===== config.mk =====
export PLATFORM = sky130hd
export DESIGN_NAME = hsl_to_rgb_converter
export DESIGN_NICKNAME = d
export VERILOG_FILES = /design/src/hw/rtl/hsl2rgb_pkg.sv /design/src/hw/rtl/hsl_to_rgb_converter.sv /design/src/hw/rtl/hsl2rgb_levels.sv /design/src/hw/rtl/hsl2rgb_channel.sv
export SDC_FILE = /design/constraint.sdc
export NUM_CORES = 2
export LEC_CHECK = 0
export ABC_AREA = 1
export BUFFER_PORTS_ARGS = -buffer_cell sky130_fd_sc_hd__buf_4
export CORE_ASPECT_RATIO = 1.2
export CORE_MARGIN = 2
export CORE_UTILIZATION = 61
export DETAILED_ROUTE_END_ITERATION = 16
export HOLD_SLACK_MARGIN = 0.06
export MAX_ROUTING_LAYER = met4
export PLACE_DENSITY_LB_ADDON = 0.05
export SLEW_MARGIN = 20
export SYNTH_ARGS = -nofsm -noshare
export SYNTH_HDL_FRONTEND = slang
export SYNTH_SLANG_ARGS = --single-unit
export TNS_END_PERCENT = 100

===== constraint.sdc =====
create_clock -name aclk -period 33.6 [get_ports aclk]
set_input_delay 6.72 -clock aclk [delete_from_list [all_inputs] [get_ports aclk]]
set_output_delay 6.72 -clock aclk [all_outputs]
set_load 0.03 [all_outputs]

===== src/hw/rtl/hsl2rgb_pkg.sv =====
`default_nettype none

package hsl2rgb_pkg;

    localparam int FRAC_W  = 16;
    localparam int LEVEL_W = 17;
    localparam int MULT_W  = 14;
    localparam int PROD_W  = FRAC_W + MULT_W;
    localparam int PIPE_DEPTH = 6;

    localparam logic [16:0] Q_ONE       = 17'd65536;
    localparam logic [15:0] Q_THIRD     = 16'd21845;
    localparam logic [15:0] Q_SIXTH     = 16'd10923;
    localparam logic [15:0] Q_HALF      = 16'd32768;
    localparam logic [15:0] Q_TWOTHIRDS = 16'd43691;
    localparam logic [23:0] OUT_SCALE   = 24'd16705126;

    localparam logic [1:0] REG_RISE = 2'd0;
    localparam logic [1:0] REG_TOP  = 2'd1;
    localparam logic [1:0] REG_FALL = 2'd2;
    localparam logic [1:0] REG_BASE = 2'd3;

    typedef struct packed {
        logic [FRAC_W-1:0] lo;
        logic [FRAC_W-1:0] hi;
        logic [FRAC_W-1:0] diff;
    } levels_t;

    typedef struct packed {
        logic       vld;
        logic       grey;
        logic [7:0] level;
    } grey_tap_t;

endpackage

`default_nettype wire


===== src/hw/rtl/hsl_to_rgb_converter.sv =====
// Channel | Ports                                        | Direction
// s_      | s_valid s_ready s_hue s_saturation s_lightness | pixel in
// m_      | m_valid m_ready m_red m_green m_blue         | pixel out
//
// One pixel per cycle while the output is not stalled.
// Six register stages: helper levels, hue classify, ramp multiply, ramp add,
// scale multiply, clip and grey select.
// aresetn (synchronous) clears the stage valid bits only.
// A stalled output holds the whole pipeline; s_ready follows that enable.
`default_nettype none

module hsl_to_rgb_converter
    import hsl2rgb_pkg::*;
(
    input  wire logic       aclk,
    input  wire logic       aresetn,
    input  wire logic       s_valid,
    output logic            s_ready,
    input  wire logic [7:0] s_hue,
    input  wire logic [7:0] s_saturation,
    input  wire logic [7:0] s_lightness,
    output logic            m_valid,
    input  wire logic       m_ready,
    output logic [7:0]      m_red,
    output logic [7:0]      m_green,
    output logic [7:0]      m_blue
);

    logic [PIPE_DEPTH-1:0] vld_reg;
    logic [PIPE_DEPTH-1:0] vld_next;
    logic                  grey_reg [PIPE_DEPTH-1];
    logic [7:0]            lgt_reg  [PIPE_DEPTH-1];
    logic                  en;
    logic [FRAC_W-1:0]     fh;
    logic [16:0]           r_sum;
    logic [FRAC_W-1:0]     pos_red;
    logic [FRAC_W-1:0]     pos_blue;
    levels_t               levels;
    grey_tap_t             tap;

    assign en      = !vld_reg[PIPE_DEPTH-1] || m_ready;
    assign s_ready = en;
    assign m_valid = vld_reg[PIPE_DEPTH-1];

    assign vld_next = {vld_reg[PIPE_DEPTH-2:0], s_valid};

    always_ff @(posedge aclk) begin
        if (!aresetn) begin
            vld_reg <= '0;
        end else if (en) begin
            vld_reg <= vld_next;
        end
    end

    always_ff @(posedge aclk) begin
        if (en) begin
            grey_reg[0] <= (s_saturation == 8'd0);
            lgt_reg[0]  <= s_lightness;
            for (int i = 1; i < PIPE_DEPTH - 1; i++) begin
                grey_reg[i] <= grey_reg[i-1];
                lgt_reg[i]  <= lgt_reg[i-1];
            end
        end
    end

    always_comb begin
        fh    = {s_hue, 8'b0};
        r_sum = 17'(fh) + 17'(Q_THIRD);
        if (r_sum > Q_ONE) begin
            pos_red = 16'(r_sum - Q_ONE);
        end else begin
            pos_red = r_sum[15:0];
        end
        if (fh < Q_THIRD) begin
            pos_blue = 16'(17'(fh) + Q_ONE - 17'(Q_THIRD));
        end else begin
            pos_blue = fh - Q_THIRD;
        end
    end

    assign tap.vld   = vld_reg[PIPE_DEPTH-2];
    assign tap.grey  = grey_reg[PIPE_DEPTH-2];
    assign tap.level = lgt_reg[PIPE_DEPTH-2];

    hsl2rgb_levels u_levels (
        .aclk         (aclk),
        .en_i         (en),
        .saturation_i (s_saturation),
        .lightness_i  (s_lightness),
        .levels_o     (levels)
    );

    hsl2rgb_channel u_red (
        .aclk     (aclk),
        .aresetn  (aresetn),
        .en_i     (en),
        .pos_i    (pos_red),
        .levels_i (levels),
        .tap_i    (tap),
        .byte_o   (m_red)
    );

    hsl2rgb_channel u_green (
        .aclk     (aclk),
        .aresetn  (aresetn),
        .en_i     (en),
        .pos_i    (fh),
        .levels_i (levels),
        .tap_i    (tap),
        .byte_o   (m_green)
    );

    hsl2rgb_channel u_blue (
        .aclk     (aclk),
        .aresetn  (aresetn),
        .en_i     (en),
        .pos_i    (pos_blue),
        .levels_i (levels),
        .tap_i    (tap),
        .byte_o   (m_blue)
    );

    a_reset_clear: assert property (@(posedge aclk)
        !aresetn |=> !m_valid)
        else $error("output valid after reset");

    a_stall_hold: assert property (@(posedge aclk) disable iff (!aresetn)
        m_valid && !m_ready |=> m_valid && $stable(vld_reg))
        else $error("pipeline moved during stall");

endmodule

`default_nettype wire


===== src/hw/rtl/hsl2rgb_levels.sv =====
`default_nettype none

module hsl2rgb_levels
    import hsl2rgb_pkg::*;
(
    input  wire logic       aclk,
    input  wire logic       en_i,
    input  wire logic [7:0] saturation_i,
    input  wire logic [7:0] lightness_i,
    output levels_t         levels_o
);

    logic [15:0]       ls_reg;
    logic [7:0]        s_reg;
    logic [7:0]        l_reg;
    levels_t           lv_reg;

    logic [15:0]       fl;
    logic [15:0]       fs;
    logic [16:0]       t2_wide;
    logic [FRAC_W-1:0] t2;
    logic [16:0]       fl2;
    logic [FRAC_W-1:0] t1_raw;
    logic [FRAC_W-1:0] t1;
    levels_t           lv_next;

    always_ff @(posedge aclk) begin
        if (en_i) begin
            ls_reg <= 16'(saturation_i) * 16'(lightness_i);
            s_reg  <= saturation_i;
            l_reg  <= lightness_i;
            lv_reg <= lv_next;
        end
    end

    always_comb begin
        fl = {l_reg, 8'b0};
        fs = {s_reg, 8'b0};
        if (!l_reg[7]) begin
            t2_wide = 17'(fl) + 17'(ls_reg);
        end else begin
            t2_wide = 17'(fl) + 17'(fs) - 17'(ls_reg);
        end
        t2  = t2_wide[15:0];
        fl2 = {fl, 1'b0};
        if (fl2 < 17'(t2)) begin
            t1_raw = '0;
        end else begin
            t1_raw = 16'(fl2 - 17'(t2));
        end
        t1 = (t1_raw > t2) ? t2 : t1_raw;
        lv_next.lo   = t1;
        lv_next.hi   = t2;
        lv_next.diff = t2 - t1;
    end

    assign levels_o = lv_reg;

endmodule

`default_nettype wire


===== src/hw/rtl/hsl2rgb_channel.sv =====
`default_nettype none

module hsl2rgb_channel
    import hsl2rgb_pkg::*;
(
    input  wire logic              aclk,
    input  wire logic              aresetn,
    input  wire logic              en_i,
    input  wire logic [FRAC_W-1:0] pos_i,
    input  wire levels_t           levels_i,
    input  wire grey_tap_t         tap_i,
    output logic [7:0]             byte_o
);

    logic [1:0]         reg1_reg;
    logic [MULT_W-1:0]  mult1_reg;
    logic [1:0]         reg2_reg;
    logic [MULT_W-1:0]  mult2_reg;
    logic [1:0]         reg3_reg;
    logic [PROD_W-1:0]  prod_reg;
    logic [FRAC_W-1:0]  lo_reg;
    logic [FRAC_W-1:0]  hi_reg;
    logic [LEVEL_W-1:0] level_reg;
    logic [8:0]         scaled_reg;
    logic [7:0]         byte_reg;

    logic [1:0]         reg1_next;
    logic [MULT_W-1:0]  mult1_next;
    logic [32:0]        prod6;
    logic [LEVEL_W-1:0] level_next;
    logic [40:0]        scaled_full;
    logic [7:0]         byte_next;

    always_comb begin
        if (pos_i < Q_SIXTH) begin
            reg1_next  = REG_RISE;
            mult1_next = pos_i[MULT_W-1:0];
        end else if (pos_i < Q_HALF) begin
            reg1_next  = REG_TOP;
            mult1_next = '0;
        end else if (pos_i < Q_TWOTHIRDS) begin
            reg1_next  = REG_FALL;
            mult1_next = MULT_W'(Q_TWOTHIRDS - pos_i);
        end else begin
            reg1_next  = REG_BASE;
            mult1_next = '0;
        end
    end

    always_comb begin
        prod6 = 33'(prod_reg) * 33'd6;
        unique case (reg3_reg)
            REG_RISE: level_next = 17'(lo_reg) + prod6[32:16];
            REG_TOP:  level_next = 17'(hi_reg);
            REG_FALL: level_next = 17'(lo_reg) + 17'(prod_reg[PROD_W-1:16]) * 17'd6;
            default:  level_next = 17'(lo_reg);
        endcase
    end

    assign scaled_full = 41'(level_reg) * 41'(OUT_SCALE);

    always_comb begin
        if (tap_i.grey) begin
            byte_next = tap_i.level;
        end else if (scaled_reg[8]) begin
            byte_next = 8'hFF;
        end else begin
            byte_next = scaled_reg[7:0];
        end
    end

    always_ff @(posedge aclk) begin
        if (en_i) begin
            reg1_reg   <= reg1_next;
            mult1_reg  <= mult1_next;
            reg2_reg   <= reg1_reg;
            mult2_reg  <= mult1_reg;
            reg3_reg   <= reg2_reg;
            prod_reg   <= PROD_W'(levels_i.diff) * PROD_W'(mult2_reg);
            lo_reg     <= levels_i.lo;
            hi_reg     <= levels_i.hi;
            level_reg  <= level_next;
            scaled_reg <= scaled_full[40:32];
            byte_reg   <= byte_next;
        end
    end

    assign byte_o = byte_reg;

    a_grey_pass: assert property (@(posedge aclk) disable iff (!aresetn)
        en_i && tap_i.vld && tap_i.grey |=> byte_o == $past(tap_i.level))
        else $error("grey item level not passed through");

    a_clip: assert property (@(posedge aclk) disable iff (!aresetn)
        en_i && tap_i.vld && !tap_i.grey && scaled_reg[8] |=> byte_o == 8'hFF)
        else $error("overshoot not clipped");

endmodule

`default_nettype wire


# Word-level counts from Yosys, hierarchy flattened
# Memory sizes are Yosys's and may differ from the RTL's.
# Cells that the tools add are included.
[op_classes]
add_sub_neg = 19
n_mul = 13
order_cmp = 13
n_eq_ne = 6
muxes = 31
n_bitwise = 1
reduce_logical = 10
[op_table]
columns = ["cell", "count"]
rows = [
  ["$pmux W17 S3", 3],
  ["$mux W14", 9],
  ["$mul A17 B23 Y40 const B", 3],
  ["$add A16 B17 Y17", 6],
  ["$lt A16 B16 Y1 const B", 6],
  ["$mul A30 B2 Y32 const B", 3],
  ["$mul A16 B14 Y30", 3],
  ["$mux W16", 5],
  ["$lt A16 B14 Y1 const B", 3],
  ["$mul A14 B2 Y16 const B", 3],
  ["$mux W8", 6],
  ["$sub A16 B16 Y16", 3],
  ["$sub A14 B14 Y14 const A", 3],
  ["$add A16 B16 Y16", 2],
  ["$sub A16 B15 Y16 const B", 2],
  ["$add A16 B15 Y17 const B", 1],
  ["$gt A17 B17 Y1 const B", 1],
  ["$lt A17 B16 Y1", 1],
  ["$add A16 B1 Y16 const B", 1],
  ["$gt A16 B16 Y1", 1],
  ["$lt A16 B15 Y1 const B", 1],
  ["$mul A8 B8 Y16", 1],
  ["$sub A16 B1 Y16 const B", 1],
  ["$logic_not A8 Y1", 1],
  ["9 further kinds", 24],
]
[totals]
register_bits = 412
ramBits = 45
in_bits = 28
output_inout_bits = 26
wordCells = 135
mem_count = 2
[mem_list]
columns = ["name", "words", "width", "rd", "rd_clocked_by_memory_dff", "write_ports", "line", "rtl"]
rows = [
  ["lgt_reg", 5, 8, 5, 0, 5, "hsl_to_rgb_converter.sv:32", "logic [7:0] lgt_reg [PIPE_DEPTH-1];"],
  ["grey_reg", 5, 1, 5, 0, 5, "hsl_to_rgb_converter.sv:31", "logic grey_reg [PIPE_DEPTH-1];"],
]

# Logic depth before layout (Yosys ltp)
[depth]
ltp_word = 8
ltp_mapped = 58
mapped_depth_nobuf = 55

# Cells and area by module
# A second synthesis with hierarchy kept.
[hier_totals]
hier_cells = 10335
area_unflattened_um2 = 81227.9
[modules_own_cells]
columns = ["module", "instances", "cells_per_inst", "area_each_um2", "seq_area_each_um2"]
rows = [
  ["hsl2rgb_channel at u_green", 1, 3118, 23970.5, 3903.7],
  ["hsl2rgb_channel at u_blue", 1, 3096, 23951.7, 3903.7],
  ["hsl2rgb_channel at u_red", 1, 3080, 23840.4, 3903.7],
  ["hsl2rgb_levels", 1, 906, 7561.0, 2402.3],
  ["hsl_to_rgb_converter", 1, 135, 1904.3, 1471.4],
]

# Worst setup path before layout
# OpenSTA, ideal clock, no wires.
[synth_timing]
path_type = "input to output"
start = "input port m_ready"
end = "output port s_ready"
arrival_time_ns = 14.863
required_ns = 26.880
slack_ns = 12.017
cell_stages = 2
path_buffers = 0
path_cell_list = "nor2_1 -> inv_1"
[synth_via]
elab_chain_cells = 1
[synth_rtl]
columns = ["element", "line", "rtl"]
rows = [
  ["from (decl)", "hsl_to_rgb_converter.sv:23", "input wire logic m_ready,"],
  ["$logic_or A1 B1 Y1", "hsl_to_rgb_converter.sv:41", "assign en = !vld_reg[PIPE_DEPTH-1] || m_ready;"],
  ["to (decl)", "hsl_to_rgb_converter.sv:18", "output logic s_ready,"],
]
# Every way passes these cells.

# Worst setup path in the final report
# Same ends and word-level chain as after synthesis.

==> summary by stage <==
Logic synthesis
Synthesis produced 6938 cells. Counting every net in the synthesized netlist gives 8817. During synthesis, Yosys emitted a total of 0 warnings.

By count the netlist is led by sky130_fd_sc_hd__inv_1, sky130_fd_sc_hd__nand2_1, sky130_fd_sc_hd__ha_1. Counting flops with an async set or reset pin after synthesis yields a share of 0%. The most frequently used flop master after synthesis is sky130_fd_sc_hd__edfxtp_1. The area share of the largest cell type after synthesis is between 20% and 30%. The dominant cell by count in the synthesized netlist is sky130_fd_sc_hd__inv_1. In this run, synthesis inferred 405 flip-flops with an integrated enable. The post-synth design cell area is roughly 63000 um2. The count of distinct cell types in the synthesized netlist is 61. The synthesized design spends more area on one cell type than any other, namely sky130_fd_sc_hd__fa_1. The average instance in the mapped netlist occupies 9.08 um2. After synthesis, flip-flops and latches occupy between 10% and 20% of the total area. Yosys attributes the largest share of cell area to sky130_fd_sc_hd__fa_1, sky130_fd_sc_hd__ha_1, sky130_fd_sc_hd__edfxtp_1, sky130_fd_sc_hd__inv_1, sky130_fd_sc_hd__nand2_1. The synthesized design contains a little over 400 register bits.

Final layout
The register with the most flip-flops in the layout has 48 of them. The area of combinational cells with multiple inputs is 43600 um2. The number of antenna diodes in the final layout is 0. From synthesis to final layout, the design area changed by 5.45%. The sequential standard cell area is 12300 um2. Fill cells in the final layout number 8808. The post-layout net count is 8823. The layout cell share with drive strength beyond 1 is 3.07%.

Die
The die covers 106000 um2. The total area inside the core boundary comes to 103000 um2. In this run the count of I/O pins placed on the die edge is 54. Once the floorplan was initialized, standard cells occupied 61.3% of the core. The height of the chip is 356 um.

The initialized floorplan defines 129 standard-cell rows. The die extent in x is 297 um.

Global route
The pin count of the biggest net entering global routing is between 100 and 150. The number of global-route vias before repair was 45700. The initial antenna violation count was 0. The total global routing overflow is 0.

The global-route wire length before repair is 237000 um. The combined global-route utilization of all metal layers is between 20 and 30%.

Timing
The final critical-path share of the clock period is 43.5%. The actual slew at the worst max-slew pin is 1.07 ns. Setup violations remaining at the end of the flow were counted as 0. The post-route clock skew is about 0.026 ns. Timing would allow up to 0.0683 GHz. Counting I/O delays and the setup requirement, the final critical path takes 14.63 ns. Setup repair after global routing left no endpoint under its margin. The number of endpoints with negative hold slack in the final report is 0. The max-slew violation count is 0. The tightest slew margin relative to the limit is 28.4%.

For the final routed database, the setup TNS stands at 0 ns.

Run
Max-cap violations in this run came to 0.

CTS
The clock-pin slew reported for the worst setup and hold paths after clock tree synthesis is about 0.070 ns. The root cell of the clock tree is sky130_fd_sc_hd__clkbuf_16. The number of clock sinks is 411. The insertion delay to the later sink of the worst-skew pair is 0.64 ns. The depth of the CTS H-tree is 2. The clock passes through at most 3 buffers. The TritonCTS clock tree is yes. Post-CTS timing repair inserted 0 buffers for setup.

Hold repair after CTS inserted 0 buffers. The number of clock buffers inserted by TritonCTS is 49. The post-cts sizing count is 0.

Drt
The average vias per placed instance is 5.31. The number of remaining DRC errors is 0. The routed wire length is 146000 um. In the final routed layout, each cell accounts on average for around 17 um. The number of vias in the routed layout is 44400. The first-pass detailed-route iteration total is 6. The detail route stage leaves a number of antenna-violating nets equal to 0.

The first routing iteration left 2448 violations.

Critical path
STA classifies the critical path startpoint as an input pin. The critical path is of the input pin to primary output type. Data arrives at the worst endpoint at 7.91 ns. The required time of the worst setup path is 26.88 ns. The highest fanout seen on the critical path is 39.

STA classifies the critical path endpoint as a primary output.

Worst hold path
The classification of the worst-slack hold path is flop to flop.

Place
Buffers placed on the I/O ports in this run total 53. The HPWL after detailed placement is 122000 um. The global placer's final weighted congestion is 0.943.

Outcome
The flow ran to the end, and the final reports show no timing, DRC or antenna violations.
[per-layer routing]
layer / vias up / wire length (um) / global-route usage [%]
met3: 213 / 5400 / 2.24
met4: 0 / 4430 / 8.33
met1: 21500 / 64200 / 37.6
met2: 862 / 71500 / 49.5
met5: - / 0 / -
li1: 21800 / - / -
[cell families (layout without fill, tap and decap cells)]
group                    count (synthesis)  in the layout  synth area share, %
AO/OA/AOI/OAI                          901            901                 8.03
XOR/XNOR                               259            259                 3.65
adder cells (fa/ha/maj)               1851           1851                 47.0
buffers and inverters                 1896           1940                 11.3
flip-flops                             411            411                 19.5
AND/OR/NAND/NOR                       1620           1620                 10.5
[area by class of cell]
| class | count | share of cell area, % |
|---|---|---|
| multi-input cells | 4631 | 65.6 |
| flip-flops and latches | 411 | 18.5 |
| inverters | 1776 | 10.0 |
| well taps | 1375 | 2.59 |
| clock buffers | 56 | 1.88 |
| repair buffers | 75 | 0.866 |
| clock inverters | 33 | 0.538 |
[critical path, stage by stage]
cell	delay [ns]
sky130_fd_sc_hd__buf_4	0.10
sky130_fd_sc_hd__nor2_1	0.50
sky130_fd_sc_hd__inv_8	0.26
sky130_fd_sc_hd__buf_4	0.28
[final timing paths]
| path | depth (start not counted) | end | slack, ns | startpoint |
|---|---|---|---|---|
| setup / recovery | 4 | s_ready | 18.97 | m_ready |
| hold / removal | 0 | lgt_reg[0][33] | 0.40 | lgt_reg[0][25] |
| setup reg to reg | 54 | u_levels.levels_o[15] | 24.67 | u_levels.l_reg[2] |
| hold reg to reg | 0 | lgt_reg[0][33] | 0.40 | lgt_reg[0][25] |
[per-stage QoR]
stage	util [%]	cells	setup WS, ns	instance area, um2	hold WS (ns)
after floorplan	-	6938	12.02	63000	0.400
after global placement	63.1	8268	19.01	64800	0.401
after detailed placement	63.1	8268	18.96	64800	0.405
after CTS	64.6	8357	18.96	66500	0.411
after global routing	64.6	8357	18.90	66500	0.416
final	64.6	8357	18.97	66500	0.403
[layout by cell type, fill, tap and decap left out, types with 7 or more instances in the layout]
cell type | Yosys | routed
sky130_fd_sc_hd__fa_1 | 864 | 864
sky130_fd_sc_hd__o22ai_1 | 9 | 9
sky130_fd_sc_hd__or2_2 | 20 | 20
sky130_fd_sc_hd__a21oi_1 | 432 | 432
sky130_fd_sc_hd__clkbuf_1 | 113 | 7
sky130_fd_sc_hd__a211oi_1 | 16 | 16
sky130_fd_sc_hd__clkbuf_16 | 0 | 49
sky130_fd_sc_hd__a31oi_1 | 24 | 24
sky130_fd_sc_hd__inv_6 | 0 | 7
sky130_fd_sc_hd__a21o_1 | 13 | 13
sky130_fd_sc_hd__o2111ai_1 | 29 | 29
sky130_fd_sc_hd__nor2_1 | 269 | 268
sky130_fd_sc_hd__ha_1 | 987 | 987
sky130_fd_sc_hd__clkinv_1 | 4 | 12
sky130_fd_sc_hd__xnor2_1 | 77 | 77
sky130_fd_sc_hd__nor3_1 | 30 | 30
sky130_fd_sc_hd__nand3b_1 | 16 | 16
sky130_fd_sc_hd__inv_1 | 1764 | 1763
sky130_fd_sc_hd__xor2_1 | 179 | 179
sky130_fd_sc_hd__nand3_1 | 105 | 105
sky130_fd_sc_hd__nand4_1 | 38 | 38
sky130_fd_sc_hd__o21bai_1 | 32 | 32
sky130_fd_sc_hd__nand2_1 | 1110 | 1110
sky130_fd_sc_hd__o31ai_1 | 7 | 7
sky130_fd_sc_hd__o211ai_1 | 12 | 12
sky130_fd_sc_hd__o21a_1 | 17 | 17
sky130_fd_sc_hd__inv_2 | 8 | 8
sky130_fd_sc_hd__buf_4 | 2 | 74
sky130_fd_sc_hd__o21ai_0 | 265 | 265
sky130_fd_sc_hd__edfxtp_1 | 405 | 405
sky130_fd_sc_hd__a21boi_0 | 14 | 14
Power is not shown: default switching activity piles up to over one toggle a cycle in this logic, so the estimate is an artifact.
